==> config.mk <==
export PLATFORM = sky130hd
export DESIGN_NAME = l1nn_best
export DESIGN_NICKNAME = d
export VERILOG_FILES = /design/src/rtl/l1nn_pkg.sv /design/src/rtl/l1nn_ram.sv /design/src/rtl/l1nn_best.sv
export SDC_FILE = /design/constraint.sdc
export NUM_CORES = 2
export LEC_CHECK = 0
export BUFFER_PORTS_ARGS = -buffer_cell sky130_fd_sc_hd__buf_2
export CAP_MARGIN = 10
export CORE_ASPECT_RATIO = 0.75
export CORE_MARGIN = 2
export CORE_UTILIZATION = 40
export CTS_CLUSTER_DIAMETER = 40
export DETAILED_ROUTE_END_ITERATION = 10
export SKIP_LAST_GASP = 1
export SLEW_MARGIN = 25
export SYNTH_ARGS = -nofsm -noshare
export SYNTH_HDL_FRONTEND = slang
export SYNTH_SLANG_ARGS = --single-unit
export TNS_END_PERCENT = 5
==> constraint.sdc <==
create_clock -name clk -period 3 [get_ports clk]
set_input_delay 0.3 -clock clk [delete_from_list [all_inputs] [get_ports clk]]
set_output_delay 0.3 -clock clk [all_outputs]
set_load 0.01 [all_outputs]
==> src/rtl/l1nn_pkg.sv <==
// Shared types and constants of the L1 nearest neighbor classifier.
// No dependencies; the cell, best, top and checker files refer to this package.
package l1nn_pkg;

  // Default values of the top level parameters.
  localparam int CAPACITY_DEF    = 256;
  localparam int MAX_DIMS_DEF    = 8;
  localparam int COORD_BITS_DEF  = 16;
  localparam int CLASS_COUNT_DEF = 256;

  // Fixed field widths of the transfer payloads.
  localparam int NUM_COORDS  = 8;
  localparam int OP_W        = 2;
  localparam int CLASS_W     = 8;
  localparam int CLASS_CODES = 2 ** CLASS_W;
  localparam int FIELD_W     = 16;
  localparam int DIST_W      = 19;
  localparam int unsigned DIST_MAX = 524287;

  // Operation codes.
  localparam logic [OP_W-1:0] OP_ADD      = 2'd0;
  localparam logic [OP_W-1:0] OP_CLASSIFY = 2'd1;
  localparam logic [OP_W-1:0] OP_CLEAR    = 2'd2;

  // Configuration port.
  localparam int PADDR_W = 3;
  localparam int PDATA_W = 32;
  localparam int DIMS_W  = 4;
  localparam logic [DIMS_W-1:0] DIMS_RESET = 4'd8;
  localparam logic [PADDR_W-3:0] REG_DIMS  = '0;

  typedef struct packed {
    logic [OP_W-1:0]           operation;
    logic [CLASS_W-1:0]        class_id;
    logic signed [FIELD_W-1:0] coord_0;
    logic signed [FIELD_W-1:0] coord_1;
    logic signed [FIELD_W-1:0] coord_2;
    logic signed [FIELD_W-1:0] coord_3;
    logic signed [FIELD_W-1:0] coord_4;
    logic signed [FIELD_W-1:0] coord_5;
    logic signed [FIELD_W-1:0] coord_6;
    logic signed [FIELD_W-1:0] coord_7;
  } in_item_t;

  typedef struct packed {
    logic [CLASS_W-1:0] best_class;
    logic               match_found;
    logic [DIST_W-1:0]  best_distance;
    logic               store_full;
  } out_item_t;

  // Control that travels along the distance chain with each entry.
  typedef struct packed {
    logic valid;
    logic last;
  } chain_ctl_t;

  // Status of the running minimum search.
  typedef struct packed {
    logic done;
    logic match;
  } best_status_t;

endpackage

==> src/rtl/l1nn_ram.sv <==
// Generic single write port, single read port RAM with registered read data.
// No dependencies.
module l1nn_ram #(
  parameter int WIDTH  = 8,
  parameter int DEPTH  = 256,
  parameter int ADDR_W = (DEPTH > 1) ? $clog2(DEPTH) : 1
) (
  input  logic              clk,
  input  logic              we,
  input  logic [ADDR_W-1:0] waddr,
  input  logic [WIDTH-1:0]  wdata,
  input  logic              re,
  input  logic [ADDR_W-1:0] raddr,
  output logic [WIDTH-1:0]  rdata
);

  logic [WIDTH-1:0] mem [DEPTH];
  logic [WIDTH-1:0] rdata_r;

  always_ff @(posedge clk) begin
    if (we) begin
      mem[waddr] <= wdata;
    end
    if (re) begin
      rdata_r <= mem[raddr];
    end
  end

  assign rdata = rdata_r;

endmodule

==> src/rtl/l1nn_best.sv <==
// End of the distance chain: label store, saturation and running minimum search
// with tie break on the smaller class. Uses l1nn_pkg and l1nn_ram.
module l1nn_best #(
  parameter int CAPACITY = 256,
  parameter int ADDR_W   = 8,
  parameter int SUM_W    = 19,
  parameter int LABEL_W  = 8
) (
  input  logic                       clk,
  input  logic                       rst_n,
  input  logic                       start,
  input  logic                       wr_en,
  input  logic [ADDR_W-1:0]          wr_addr,
  input  logic [LABEL_W-1:0]         wr_label,
  input  l1nn_pkg::chain_ctl_t       ctl_i,
  input  logic [ADDR_W-1:0]          addr_i,
  input  logic [SUM_W-1:0]           sum_i,
  output l1nn_pkg::best_status_t     status_o,
  output logic [LABEL_W-1:0]         best_class_o,
  output logic [l1nn_pkg::DIST_W-1:0] best_dist_o
);

  localparam int DW = l1nn_pkg::DIST_W;

  logic [LABEL_W-1:0]   label_rd;
  l1nn_pkg::chain_ctl_t ctl_b_r;
  logic [DW-1:0]        dist_b_r, dist_sat;
  logic                 match_r, done_r, better;
  logic [DW-1:0]        best_dist_r;
  logic [LABEL_W-1:0]   best_cls_r;

  l1nn_ram #(
    .WIDTH (LABEL_W),
    .DEPTH (CAPACITY),
    .ADDR_W(ADDR_W)
  ) u_label_ram (
    .clk  (clk),
    .we   (wr_en),
    .waddr(wr_addr),
    .wdata(wr_label),
    .re   (ctl_i.valid),
    .raddr(addr_i),
    .rdata(label_rd)
  );

  always_comb begin
    dist_sat = (sum_i > SUM_W'(l1nn_pkg::DIST_MAX)) ? DW'(l1nn_pkg::DIST_MAX) : DW'(sum_i);
    // Entries arrive in store order, so a strict compare keeps the earlier
    // entry when both distance and class are equal.
    better = !match_r || (dist_b_r < best_dist_r) ||
             ((dist_b_r == best_dist_r) && (label_rd < best_cls_r));
  end

  always_ff @(posedge clk) begin
    if (!rst_n) begin
      ctl_b_r <= '0;
      match_r <= 1'b0;
      done_r  <= 1'b0;
    end else begin
      ctl_b_r <= ctl_i;
      done_r  <= ctl_b_r.valid & ctl_b_r.last;
      if (start) begin
        match_r <= 1'b0;
      end else if (ctl_b_r.valid && better) begin
        match_r <= 1'b1;
      end
    end
  end

  always_ff @(posedge clk) begin
    dist_b_r <= dist_sat;
    if (start) begin
      best_dist_r <= '0;
      best_cls_r  <= '0;
    end else if (ctl_b_r.valid && better) begin
      best_dist_r <= dist_b_r;
      best_cls_r  <= label_rd;
    end
  end

  assign status_o.done  = done_r;
  assign status_o.match = match_r;
  assign best_class_o   = best_cls_r;
  assign best_dist_o    = best_dist_r;

endmodule

-- Word level (Yosys, flattened, before mapping)
Memory sizes are Yosys's and may differ from the RTL's. A register that Yosys moved wholly into a read port is not among the register bits.
Cells that the tools add are included.
- register bits after elaboration: 50
- bits in writable memories: 2048
- input bits: 49
- logic and storage cells: 22
- memories: 1
- $lt $le $gt $ge: 3
- equal/unequal tests: 1
- mux-type cells: 2
- bitwise gates (word level): 2
- reduce and logical (&&, ||, !) cells: 6
- memories (memory ; words ; width ; rd ports ; clocked after memory_dff ; wr ports ; line ; RTL):
    u_label_ram.mem ; 256 ; 8 ; 1 ; 1 ; 1 ; l1nn_ram.sv:17 ; logic [WIDTH-1:0] mem [DEPTH];
- operators with widths (kind ; count):
    $eq A19 B19 Y1 ; 1
    $gt A19 B19 Y1 const B ; 1
    $lt A19 B19 Y1 ; 1
    $lt A8 B8 Y1 ; 1
    $logic_and A1 B1 Y1 ; 2
    $logic_or A1 B1 Y1 ; 2
    $mux W1 ; 2
    $reduce_or A2 Y1 ; 1
    $and A1 B1 Y1 ; 1
    $logic_not A1 Y1 ; 1
    $not A1 Y1 ; 1

-- Logic depth before layout (Yosys ltp)
- depth after elaboration: 4
- gate-level depth with buffers: 12
- mapped depth without buffers: 9

-- Hierarchy
Synthesis repeated with hierarchy kept, for this count alone.
- cell total of the unflattened synthesis: 3993
- area, all modules: 82116.3 um^2
- modules (own cells, without submodules) (module ; times used ; cells an instance ; area an instance (um^2) ; seq. area each (um^2)):
    l1nn_ram ; 1 ; 3733 ; 79636.4 ; 61739.2
    l1nn_best ; 1 ; 260 ; 2479.9 ; 1001.0

-- Least setup slack after synthesis
OpenSTA, ideal clock, no wires.
- path kind: input -> register
- from: input port addr_i[0]
- to: register u_label_ram.rdata_r[6] (netlist: u_label_ram.rdata[6]), read port of u_label_ram.mem (data pin)
- arrival time: 2.101 ns
- setup slack: 0.635 ns
- stages: 9
- buffers on the path: 4
- cells stage by stage: buf_6 -> buf_12 -> buf_6 -> buf_6 -> mux4_2 -> a221oi_1 -> o22ai_1 -> nor3_1 -> nor4b_2
- RTL lines (item ; line ; RTL):
    from (decl) ; l1nn_best.sv:16 ; input logic [ADDR_W-1:0] addr_i,
    to (decl) ; l1nn_ram.sv:18 ; logic [WIDTH-1:0] rdata_r;

==> metrics.txt <==
GP Congestion 0.870; DRT iter0 DRCs 5,579; post-route cell area 0.0968 mm^2; crit path cell chain mux4_2, mux4_2, a211oi_1, buf_4, o221ai_1, buf_4, nor4b_2; Setup crit end u_label_ram.rdata[6]$_DFFE_PP_; Placed Cells incl. Taps 7,051; crit path kind reg2reg; share of cells above drive strength 1 0.325; Layout fillers 16,500; top-area cell type share of the netlist area 0.754; dpl hpwl 138,000 um; largest net degree at the start of global routing 133; nets@finish 4,686; post-CTS setup buffer count 0; FP Rows 143; final core utilization 0.477; P&R area growth vs syn 18.3%; endpoints failing hold 0; vias 42,400; area of the die 0.208 mm^2; LEAKAGE 31.5 nW; outcome finished, final reports clean; met1 usage 0.314; HP Class in2reg; Synth async-reset ratio 0; IO Pins 78; worst rel slew slack 0.317; crit path max-delay cell type mux4_2; max cap viols 0; Global Route Usage Sum 0.200; Main synth FF type edfxtp_1; post-route minimum period 2890 ps; Synth area leader edfxtp_1; syn_nets 3,948; Mapped Cells 3,873; Unique masters post-synth 49; Slew Limit Fails 0; Min Hold Slack 40.3 ps; total power 61.4 mW; worst-margin pin slew 1020 ps; TritonCTS Buffers 209; CTS tree done; CTS sink count 2,106; Seq/Total Area, Yosys 0.766; die width 526 um; post-synth design cell area 0.0819 mm^2; Max Freq 345 MHz; worst slack, placed -488 ps; Root Driver clkbuf_16; antenna violations before repair 16; Port Buffers 77; routed len/inst 28.2 um; synth cell count leaders 2,056 x edfxtp_1, 498 x mux4_2, 282 x nor2_1, 127 x mux2i_1, 101 x clkbuf_1; ratio of final minimum period to clock period 0.965; Max Clock Skew 29.2 ps; Fin Setup TNS 0 ps; RSZ-0062 raised after global routing false; Worst-Skew Late Latency 850 ps; mean cell area of the mapped netlist 21.1 um^2; synth top area cells edfxtp_1 75%, mux4_2 14%, mux2i_1 1.6%; Crit. End Element register; GR Util met3 0.0543; # setup viols final 0; most common cell in the netlist edfxtp_1; core region area 0.203 mm^2; Post-DP Area 0.0899 mm^2; CP startpoint u_label_ram.mem[175][6]$_DFFE_PP_; drt pass-1 iters 5; Reg2Reg Setup Slack 110 ps; Worst-path clk slew 70 ps; Non-Filler Instances 7,464; Largest stage delay, worst path 630 ps; power per cell area 634 mW/mm^2; worst-case reg-to-reg path depth 7; Seq cells post-synth 2,106; vias in the first global route 41,400; met2 Resource Use GR 0.276; GRT Max-Usage Layer met1; DR vias/cell 5.68; Worst EP arrival 3470 ps; Crit Path Max Fanout 1; DRC 0; first-pass GRT wire length 301,000 um; worst setup margin 105 ps; CP Data Required Time 3580 ps; post-route ant nets 0; Post-synth EDFFs 2,056; total gr overflow 0; H-tree levels 4; Die Height 396 um; starting density of the core 0.403; R2R Path Start u_label_ram.mem[175][6]$_DFFE_PP_; CTS max path bufs 4; Reg-to-Reg End u_label_ram.rdata[6]$_DFFE_PP_; CP startpoint kind register; maximum vdd ir drop 0.000563 V; Yosys warning count 0; detailed-route wire length 211,000 um
[sequential cells by signal (all words and copies together), names as in the netlist]
signal / cells
u_label_ram.mem: 2048
best_dist_o: 19
dist_b_r: 19
best_class_o: 8
u_label_ram.rdata: 8
ctl_b_r: 2
done_r: 1
match_r: 1
[repair_timing]
item	CTS	global route
resized for setup	0	0
hold buffers	31	0
setup endpoints to repair	0	0
endpoints found under the hold margin	300	0
[power breakdown]
group | internal, mW | switching (mW)
Clock | 14.4 | 11.0
Sequential | 32.4 | 0.0813
Combinational | 1.43 | 2.09
Total | 48.2 | 13.1
[kinds of logic after synthesis]
| group | count (synthesis) | share of synthesized area |
|---|---|---|
| compound gates | 295 | 0.0261 |
| fa+ha+maj | 26 | 0.00397 |
| buf+inv | 277 | 0.0203 |
| flops | 2106 | 0.766 |
| mux | 626 | 0.153 |
| simple gates | 543 | 0.0308 |
[worst max-delay path, delay by kind of cell, from the launching register on]
family	cells	cell delay, ps
muxes	2	1130
AOI/OAI and AO/OA	2	600
buffers and inverters	2	410
DFF	1	350
and+or+nand+nor	1	140
[per-layer routing]
metal | up-vias | part of all wire
met5 | - | 0.00012
met4 | 4 | 0.020
met3 | 293 | 0.11
met2 | 2085 | 0.42
met1 | 22400 | 0.45
li1 | 17600 | -
[worst min path at each step]
stage	start	endpoint	depth (start not counted)
after floorplan	sum_i[0]	dist_b_r[0]$_SDFF_PN1_	1
after global placement	sum_i[1]	dist_b_r[1]$_SDFF_PN1_	1
after detailed placement	sum_i[5]	dist_b_r[5]$_SDFF_PN1_	1
after CTS	wr_label[0]	u_label_ram.mem[233][0]$_DFFE_PP_	1
after global routing	wr_label[0]	u_label_ram.mem[74][0]$_DFFE_PP_	1
final	wr_label[0]	u_label_ram.mem[74][0]$_DFFE_PP_	1
[cell type report]
cell class              count  area (um^2)  share of cell area
diodes                      5         12.5            0.000129
clock buffers             252         5450              0.0563
clock inverters           125         1130              0.0116
inverters                  29          109             0.00112
multi-input cells        1490        17500               0.181
flip-flops and latches   2106        62700               0.648
well taps                2682         3360              0.0347
repair buffers            775         6490              0.0671
[cell usage in the layout (no fill, tap or decap), drive strengths merged, types with 31 or more instances in the layout]
cell	instances
a221oi	33
a22o	33
a22oi	67
buf	744
clkbuf	252
clkinv	91
dfxtp	50
dlygate4sd3	31
edfxtp	2056
inv	36
mux2i	127
mux4	498
nand2	41
nand2b	67
nor2	282
nor3	47
o22ai	70
Note: power is estimated with default switching activity, not from simulation.
