### src/rtl/l1nn_pkg.sv
// Shared types and constants of the L1 nearest neighbor classifier.
// No dependencies; the cell, best, top and checker files refer to this package.
package l1nn_pkg;

  // Default values of the top level parameters.
  localparam int CAPACITY_DEF    = 256;
  localparam int MAX_DIMS_DEF    = 8;
  localparam int COORD_BITS_DEF  = 16;
  localparam int CLASS_COUNT_DEF = 256;

  // Fixed field widths of the transfer payloads.
  localparam int NUM_COORDS  = 8;
  localparam int OP_W        = 2;
  localparam int CLASS_W     = 8;
  localparam int CLASS_CODES = 2 ** CLASS_W;
  localparam int FIELD_W     = 16;
  localparam int DIST_W      = 19;
  localparam int unsigned DIST_MAX = 524287;

  // Operation codes.
  localparam logic [OP_W-1:0] OP_ADD      = 2'd0;
  localparam logic [OP_W-1:0] OP_CLASSIFY = 2'd1;
  localparam logic [OP_W-1:0] OP_CLEAR    = 2'd2;

  // Configuration port.
  localparam int PADDR_W = 3;
  localparam int PDATA_W = 32;
  localparam int DIMS_W  = 4;
  localparam logic [DIMS_W-1:0] DIMS_RESET = 4'd8;
  localparam logic [PADDR_W-3:0] REG_DIMS  = '0;

  typedef struct packed {
    logic [OP_W-1:0]           operation;
    logic [CLASS_W-1:0]        class_id;
    logic signed [FIELD_W-1:0] coord_0;
    logic signed [FIELD_W-1:0] coord_1;
    logic signed [FIELD_W-1:0] coord_2;
    logic signed [FIELD_W-1:0] coord_3;
    logic signed [FIELD_W-1:0] coord_4;
    logic signed [FIELD_W-1:0] coord_5;
    logic signed [FIELD_W-1:0] coord_6;
    logic signed [FIELD_W-1:0] coord_7;
  } in_item_t;

  typedef struct packed {
    logic [CLASS_W-1:0] best_class;
    logic               match_found;
    logic [DIST_W-1:0]  best_distance;
    logic               store_full;
  } out_item_t;

  // Control that travels along the distance chain with each entry.
  typedef struct packed {
    logic valid;
    logic last;
  } chain_ctl_t;

  // Status of the running minimum search.
  typedef struct packed {
    logic done;
    logic match;
  } best_status_t;

endpackage

### src/rtl/l1nn_ram.sv
// Generic single write port, single read port RAM with registered read data.
// No dependencies.
module l1nn_ram #(
  parameter int WIDTH  = 8,
  parameter int DEPTH  = 256,
  parameter int ADDR_W = (DEPTH > 1) ? $clog2(DEPTH) : 1
) (
  input  logic              clk,
  input  logic              we,
  input  logic [ADDR_W-1:0] waddr,
  input  logic [WIDTH-1:0]  wdata,
  input  logic              re,
  input  logic [ADDR_W-1:0] raddr,
  output logic [WIDTH-1:0]  rdata
);

  logic [WIDTH-1:0] mem [DEPTH];
  logic [WIDTH-1:0] rdata_r;

  always_ff @(posedge clk) begin
    if (we) begin
      mem[waddr] <= wdata;
    end
    if (re) begin
      rdata_r <= mem[raddr];
    end
  end

  assign rdata = rdata_r;

endmodule

### src/rtl/l1nn_cell.sv
// One coordinate cell of the distance chain: holds one coordinate of every entry,
// adds its absolute difference to the running sum. Uses l1nn_pkg and l1nn_ram.
module l1nn_cell #(
  parameter int COORD_BITS = 16,
  parameter int CAPACITY   = 256,
  parameter int ADDR_W     = 8,
  parameter int SUM_W      = 19
) (
  input  logic                   clk,
  input  logic                   rst_n,
  input  logic                   wr_en,
  input  logic [ADDR_W-1:0]      wr_addr,
  input  logic [COORD_BITS-1:0]  wr_data,
  input  logic [COORD_BITS-1:0]  q,
  input  logic                   dim_en,
  input  l1nn_pkg::chain_ctl_t   ctl_i,
  input  logic [ADDR_W-1:0]      addr_i,
  input  logic [SUM_W-1:0]       sum_i,
  output l1nn_pkg::chain_ctl_t   ctl_o,
  output logic [ADDR_W-1:0]      addr_o,
  output logic [SUM_W-1:0]       sum_o
);

  logic [COORD_BITS-1:0] rd_data;
  l1nn_pkg::chain_ctl_t  ctl_a_r, ctl_o_r;
  logic [ADDR_W-1:0]     addr_a_r, addr_o_r;
  logic [SUM_W-1:0]      sum_a_r, sum_o_r, sum_o_nxt;
  logic signed [COORD_BITS:0] diff, neg_diff;
  logic [COORD_BITS-1:0] abs_diff;

  l1nn_ram #(
    .WIDTH (COORD_BITS),
    .DEPTH (CAPACITY),
    .ADDR_W(ADDR_W)
  ) u_coord_ram (
    .clk  (clk),
    .we   (wr_en),
    .waddr(wr_addr),
    .wdata(wr_data),
    .re   (ctl_i.valid),
    .raddr(addr_i),
    .rdata(rd_data)
  );

  always_comb begin
    diff     = $signed({rd_data[COORD_BITS-1], rd_data}) - $signed({q[COORD_BITS-1], q});
    neg_diff = -diff;
    abs_diff = diff[COORD_BITS] ? neg_diff[COORD_BITS-1:0] : diff[COORD_BITS-1:0];
    sum_o_nxt = sum_a_r + (dim_en ? SUM_W'(abs_diff) : '0);
  end

  always_ff @(posedge clk) begin
    if (!rst_n) begin
      ctl_a_r <= '0;
      ctl_o_r <= '0;
    end else begin
      ctl_a_r <= ctl_i;
      ctl_o_r <= ctl_a_r;
    end
  end

  always_ff @(posedge clk) begin
    addr_a_r <= addr_i;
    sum_a_r  <= sum_i;
    addr_o_r <= addr_a_r;
    sum_o_r  <= sum_o_nxt;
  end

  assign ctl_o  = ctl_o_r;
  assign addr_o = addr_o_r;
  assign sum_o  = sum_o_r;

endmodule

### config.mk
export PLATFORM = sky130hd
export DESIGN_NAME = l1nn_cell
export DESIGN_NICKNAME = d
export VERILOG_FILES = /design/src/rtl/l1nn_pkg.sv /design/src/rtl/l1nn_ram.sv /design/src/rtl/l1nn_cell.sv
export SDC_FILE = /design/constraint.sdc
export NUM_CORES = 2
export LEC_CHECK = 0
export ABC_CLOCK_PERIOD_IN_PS = 5000
export BUFFER_PORTS_ARGS = -buffer_cell sky130_fd_sc_hd__clkbuf_2
export CORE_UTILIZATION = 52
export CTS_CLUSTER_SIZE = 40
export DETAILED_ROUTE_END_ITERATION = 10
export PLACE_DENSITY = 0.67
export SLEW_MARGIN = 0
export SYNTH_ARGS = -nofsm -noshare
export SYNTH_HDL_FRONTEND = slang
export SYNTH_HIERARCHICAL = 1
export SYNTH_SLANG_ARGS = --single-unit
### constraint.sdc
create_clock -name clk -period 5 [get_ports clk]
set_clock_uncertainty 0.05 [all_clocks]
set_input_delay 0.5 -clock clk [delete_from_list [all_inputs] [get_ports clk]]
set_output_delay 0.5 -clock clk [all_outputs]
set_load 0.05 [all_outputs]
Word-level counts from Yosys, hierarchy flattened
Memories as Yosys holds them, arrays and structs flattened. A register that Yosys moved wholly into a read port is not among the register bits.
Index checks and enable logic that the tools add are counted.
W data, S select, Z words.
{"block": "word_totals", "register_bits": 58, "latchBits": 0, "ram_bits": 4096, "mem_bits_ro": 0, "inputBits": 73, "output_inout_bits": 29, "word_cells": 16, "memories": 1}
{"block": "classes", "add_sub_neg": 3, "n_mul": 0, "n_div": 0, "order_cmp": 0, "eq_ne": 0, "shifts": 0, "mux": 4, "bitwise_logic": 0, "n_reduce_logical": 0}
{"memory": "u_coord_ram.mem", "words": 256, "word_bits": 16, "read_ports": 1, "rd_ports_with_merged_regs": 1, "wr": 1, "line": "l1nn_ram.sv:17", "text": "logic [WIDTH-1:0] mem [DEPTH];"}
{"cell": "$mux W16", "count": 2}
{"cell": "$add A19 B16 Y19", "count": 1}
{"cell": "$sub A16 B16 Y17", "count": 1}
{"cell": "$neg A16 Y16", "count": 1}
{"cell": "$mux W1", "count": 2}

Longest topological paths before layout
{"block": "logic_depth", "depth_word": 5, "mapped_depth": 21, "mapped_depth_nobuf": 20}

By module
The synthesis kept the hierarchy.
{"module": "l1nn_ram", "instances": 1, "cells_each": 7360, "area_each_um2": 158874.9, "seq_area_each_um2": 123478.4}
{"module": "l1nn_cell", "instances": 1, "cells_each": 363, "area_each_um2": 3269.4, "seq_area_each_um2": 1161.1}

Least setup slack after synthesis
Ideal clock, no wire load.
{"block": "synth_timing", "path_kind": "input-to-reg", "startpoint": "input port q[0]", "endpoint": "register sum_o_r[17], in the netlist sum_o[17]", "setup_ns": 0.079, "t_arrival_ns": 4.511, "required_time_ns": 4.871, "slack_ns": 0.360, "path_stages": 19, "path_buffers": 1, "cell_sequence": "ha_1 -> fa_1 -> nor2b_1 -> o21ai_2 -> a211o_1 -> a311oi_1 -> a2bb2oi_1 -> buf_2 -> nor2_1 -> xor2_1 -> nor2_1 -> ha_1 -> a21oi_1 -> o21ai_1 -> a211oi_1 -> o31ai_1 -> a41oi_1 -> or4b_1 -> o211ai_1"}
{"block": "synth_between", "elab_chain_len": 5}
{"item": "start, declared", "line": "l1nn_cell.sv:14", "text": "input logic [COORD_BITS-1:0] q,"}
{"item": "$sub A16 B16 Y17 (*)", "line": "l1nn_cell.sv:46", "text": "diff = $signed({rd_data[COORD_BITS-1], rd_data}) - $signed({q[COORD_BITS-1], q});"}
{"item": "$neg A16 Y16", "line": "l1nn_cell.sv:47", "text": "neg_diff = -diff;"}
{"item": "$mux W16 (*)", "line": "l1nn_cell.sv:48", "text": "abs_diff = diff[COORD_BITS] ? neg_diff[COORD_BITS-1:0] : diff[COORD_BITS-1:0];"}
{"item": "$mux W16 (*)", "line": "l1nn_cell.sv:49", "text": "sum_o_nxt = sum_a_r + (dim_en ? SUM_W'(abs_diff) : '0);"}
{"item": "$add A19 B16 Y19 (*)", "line": "l1nn_cell.sv:49"}
{"item": "via sum_o_nxt[17]", "line": "l1nn_cell.sv:27", "text": "logic [SUM_W-1:0] sum_a_r, sum_o_r, sum_o_nxt;"}
{"item": "end signal, assigned", "line": "l1nn_cell.sv:66", "text": "sum_o_r <= sum_o_nxt;"}
{"item": "end, declared", "line": "l1nn_cell.sv:27"}
Mark *: on every way through the listed nets, which the timed path passes. The rest lies on a longest branch.
A chain may end at the register's enable or synchronous reset.

Worst setup path in the final report
{"block": "layout_timing", "startpoint": "register u_coord_ram.rdata_r[0], in the netlist u_coord_ram/rdata[0] (read register of u_coord_ram.mem)", "endpoint": "register sum_o_r[17], in the netlist sum_o[17]"}
{"block": "layout_between", "elab_chain_len": 5}
{"item": "start, declared", "line": "l1nn_ram.sv:18", "text": "logic [WIDTH-1:0] rdata_r;"}
{"item": "$sub A16 B16 Y17 (*)", "line": "l1nn_cell.sv:46"}
{"item": "$neg A16 Y16", "line": "l1nn_cell.sv:47"}
{"item": "$mux W16 (*)", "line": "l1nn_cell.sv:48"}
{"item": "$mux W16 (*)", "line": "l1nn_cell.sv:49"}
{"item": "$add A19 B16 Y19 (*)", "line": "l1nn_cell.sv:49"}
{"item": "via sum_o_nxt[17]", "line": "l1nn_cell.sv:27"}
Marked as above.

==> out/results.txt <==
FMAX: 210 MHz
period utilisation layout: 0.951
min-delay src: wr_data[8]
Cell Area, Placed: 171000 um^2
largest net degree at the start of global routing: 157
Max FO, Critical Path: 12
dpl hpwl: 256000 um
clock buffer depth: 4
Layout area overhead: 14.0%
GRT Util Overall: 0.267
initial antenna violation count: 30
die area: 314000 um^2
Post-CTS Setup Inserts: 0
slowest CP cell: or4b_1
port bufs: 101
Worst slew margin: 0.173
Root Buffer Master: clkbuf_16
Logic pwr share: 0.064
worst hold-check path type: in2reg
internal power: 58.0 mW
chip height: 560 um
Reg clk slew, reported paths: 60 ps
run status: finished with violations
global-route wire length before repair: 599000 um
CTS sink cnt: 4170
final WL: 423000 um
Clock Latency Late Sink: 980 ps
Post-Syn Area per Cell: 21.0 um^2
Seq/Total Area, Yosys: 0.769
final setup violating endpoints: 0
yosys warns: 6
DRT iter0 DRCs: 11200
Final Wtd Congestion: 0.914
Cell Chain, Critical Path: inv_1 -> ha_1 -> fa_1 -> nor2b_2 -> o21ai_2 -> a211o_1 -> a311oi_2 -> buf_4 -> a2bb2oi_1 -> buf_4 -> buf_4 -> a21oi_1 -> xor2_1 -> nor2_1 -> ha_1 -> or2_2 -> a211oi_2 -> o31ai_1 -> a41oi_1 -> or4b_1 -> o211ai_1
RSZ-0062 raised after global routing: true
min cycle time layout: 4760 ps
grt ovf: 0
Power Total: 74.4 mW
arrival time worst endpoint: 5580 ps
Sw Pwr: 16.4 mW
share of cells above drive strength 1: 0.261
number of buffers created by CTS: 414
synthesized flop and latch total: 4170
Slew Viols, Final: 0
crit start category: flip-flop
PwrDens: 403 nW/um^2
Hold Path Sink: u_coord_ram/mem[121][8]
hold path cells: 1
Post-synth EDFFs: 4112
Clk pwr share: 0.417
CP required: 5830 ps
row cnt: 204
Synth cell types: 83
Initial Util: 0.524
TritonCTS clock tree: done
Worst Max-Slew Pin Slew: 1240 ps
worst flop-to-flop path endpoint: sum_o[17]
# DRC: 0
Hold Vio Cnt, Final: 0
net count after synthesis: 7831
R2R setup slack: 240 ps
WL/cell: 32.7 um
Syn Std Cell Area: 162000 um^2
H-tree depth: 5
Max-Cap Viols: 0
Setup CP Type: reg2reg
Worst path max stage delay: 500 ps
fin nets: 8539
r2r startpoint: u_coord_ram/rdata[0]
CP endpoint kind: flip-flop
Most Frequent Cell on Critical Path: buf_4
drt pass-1 iters: 8
Seq pwr share: 0.519
vias in the first global route: 81100
I/O pin count: 102
P_leak: 59.7 nW
Sw Share: 0.221
peak supply drop: 0.387 mV
Mapped Cells: 7723
fin area: 185000 um^2
async set or reset register ratio after synthesis: 0
Placeable Area: 310000 um^2
Die Wd: 560 um
failing checks: antenna violations
Routed Antenna Nets: 1
DR vias: 83400
most frequent cells in the layout: 4112 x edfxtp_1, 797 x mux4_2, 566 x mux2i_1, 562 x buf_4, 420 x clkbuf_16
vias per cell: 6.45
commonest non-fill, non-tap cell in the layout: edfxtp_1
FF-to-FF path depth: 21
commonest register cell after synthesis: edfxtp_1
what timing repair did:
| item | 4_1_cts | 5_1_grt |
|---|---|---|
| pin swaps | 0 | 0 |
| hold buffers | 30 | 0 |
| gates resized for setup | 2 | 7 |
| setup endpoints to repair | 1 | 6 |
| hold endpoints to repair | 156 | 0 |
registers in the layout (all words and copies together), names as in the netlist:
name	count
u_coord_ram/rdata	16
ctl_o	2
addr_o	8
sum_a_r	19
sum_o	19
ctl_a_r	2
u_coord_ram/mem	4096
addr_a_r	8
synthesized netlist by cell type (9+ instances only):
cell type / number / area share
a31oi_1: 9 / 0.00035
buf_6: 77 / 0.0053
buf_2: 77 / 0.0024
nand4_1: 28 / 0.0011
and2_1: 11 / 0.00042
a22oi_1: 44 / 0.0020
mux2i_1: 566 / 0.035
nand2_1: 56 / 0.0013
nor2_1: 340 / 0.0079
nand3_1: 38 / 0.0012
o31ai_1: 20 / 0.00093
inv_1: 34 / 0.00079
xor2_1: 13 / 0.00070
dfxtp_1: 58 / 0.0072
and3_1: 15 / 0.00058
a211oi_1: 23 / 0.0011
o221ai_1: 252 / 0.014
a22o_1: 32 / 0.0017
ha_1: 33 / 0.0025
o22ai_1: 148 / 0.0057
o32ai_1: 20 / 0.0011
or2_2: 10 / 0.00039
xnor2_1: 16 / 0.00086
mux2_2: 88 / 0.0061
mux4_2: 797 / 0.11
o21ai_0: 51 / 0.0016
a21oi_1: 193 / 0.0060
a21o_1: 9 / 0.00042
nor3_1: 101 / 0.0031
buf_4: 26 / 0.0012
clkbuf_1: 231 / 0.0053
a221oi_1: 28 / 0.0015
edfxtp_1: 4112 / 0.76
buf_8: 11 / 0.0010
nor4_1: 18 / 0.00069
buf_1: 27 / 0.00063
nor2b_1: 16 / 0.00062
kinds of logic (layout without fill, tap and decap cells):
logic type | after synthesis | after routing | share of synthesized area
buffers and inverters | 489 | 1547 | 0.0173
XOR/XNOR | 30 | 30 | 0.00167
flip-flops | 4170 | 4170 | 0.769
other | 0 | 26 | 0
adder cells (fa/ha/maj) | 35 | 35 | 0.00279
AO/OA/AOI/OAI | 883 | 883 | 0.0390
multiplexers | 1451 | 1451 | 0.152
AND/OR/NAND/NOR | 665 | 665 | 0.0188
stage by stage:
step	hold slack (ps)	setup slack, ps	TNS, ps	utilization	instances
floorplan	260	360	0	-	7723
global placement	262	-327	-1000	0.552	12100
detailed placement	262	-236	-602	0.552	12100
CTS	15.2	77.8	0	0.597	12900
global route	25.0	-41.6	-41.6	0.597	12900
finish	14.3	245	0	0.597	12900
layout make-up:
type / instances / area, um^2
tap: 4120 / 5150
sequential: 4170 / 125000
antenna: 26 / 65.1
timing repair buffer: 746 / 6300
clock buffer: 525 / 11000
clock inverter: 241 / 2610
fill: 21600 / 125000
inverter: 35 / 144
multi-input combinational: 3064 / 34900
worst max path at each step:
stage	startpoint	to	slack, ps
finish	u_coord_ram/rdata[0]	sum_o[17]	240
floorplan	q[0]	sum_o[17]	360
global route	u_coord_ram/rdata[0]	sum_o[17]	-40
global placement	q[0]	sum_o[17]	-330
detailed placement	q[0]	sum_o[17]	-240
CTS	u_coord_ram/rdata[0]	sum_o[17]	80
worst max-delay path: cells and delay by family (launching register included):
family                     cells  cell delay [ps]
AOI/OAI and AO/OA              9             1750
adders and majority gates      3              800
DFF                            1              320
xor gates and xnor gates       1              130
buffers and inverters          4              550
and+or+nand+nor                4             1050
per-layer routing:
layer	routed length (um)	part of all wire	up-vias	track usage
met4	17700	0.042	12	0.0987
met1	165000	0.39	44000	0.383
met3	42500	0.10	756	0.0505
li1	-	-	34100	-
met2	197000	0.47	4602	0.413
met5	82	0.00019	-	0
power groups by stage:
| stage | registers (mW) | logic (mW) | clock network [mW] |
|---|---|---|---|
| detailed placement | 39.4 | 4.72 | 0 |
| CTS | 38.6 | 4.76 | 31.4 |
| global route | 38.6 | 5.01 | 32.7 |
| floorplan | 39.6 | 2.39 | 0 |
| global placement | 39.4 | 4.65 | 0 |
| finish | 38.6 | 4.78 | 31.0 |
No activity file was read; power rests on OpenSTA's default activity.
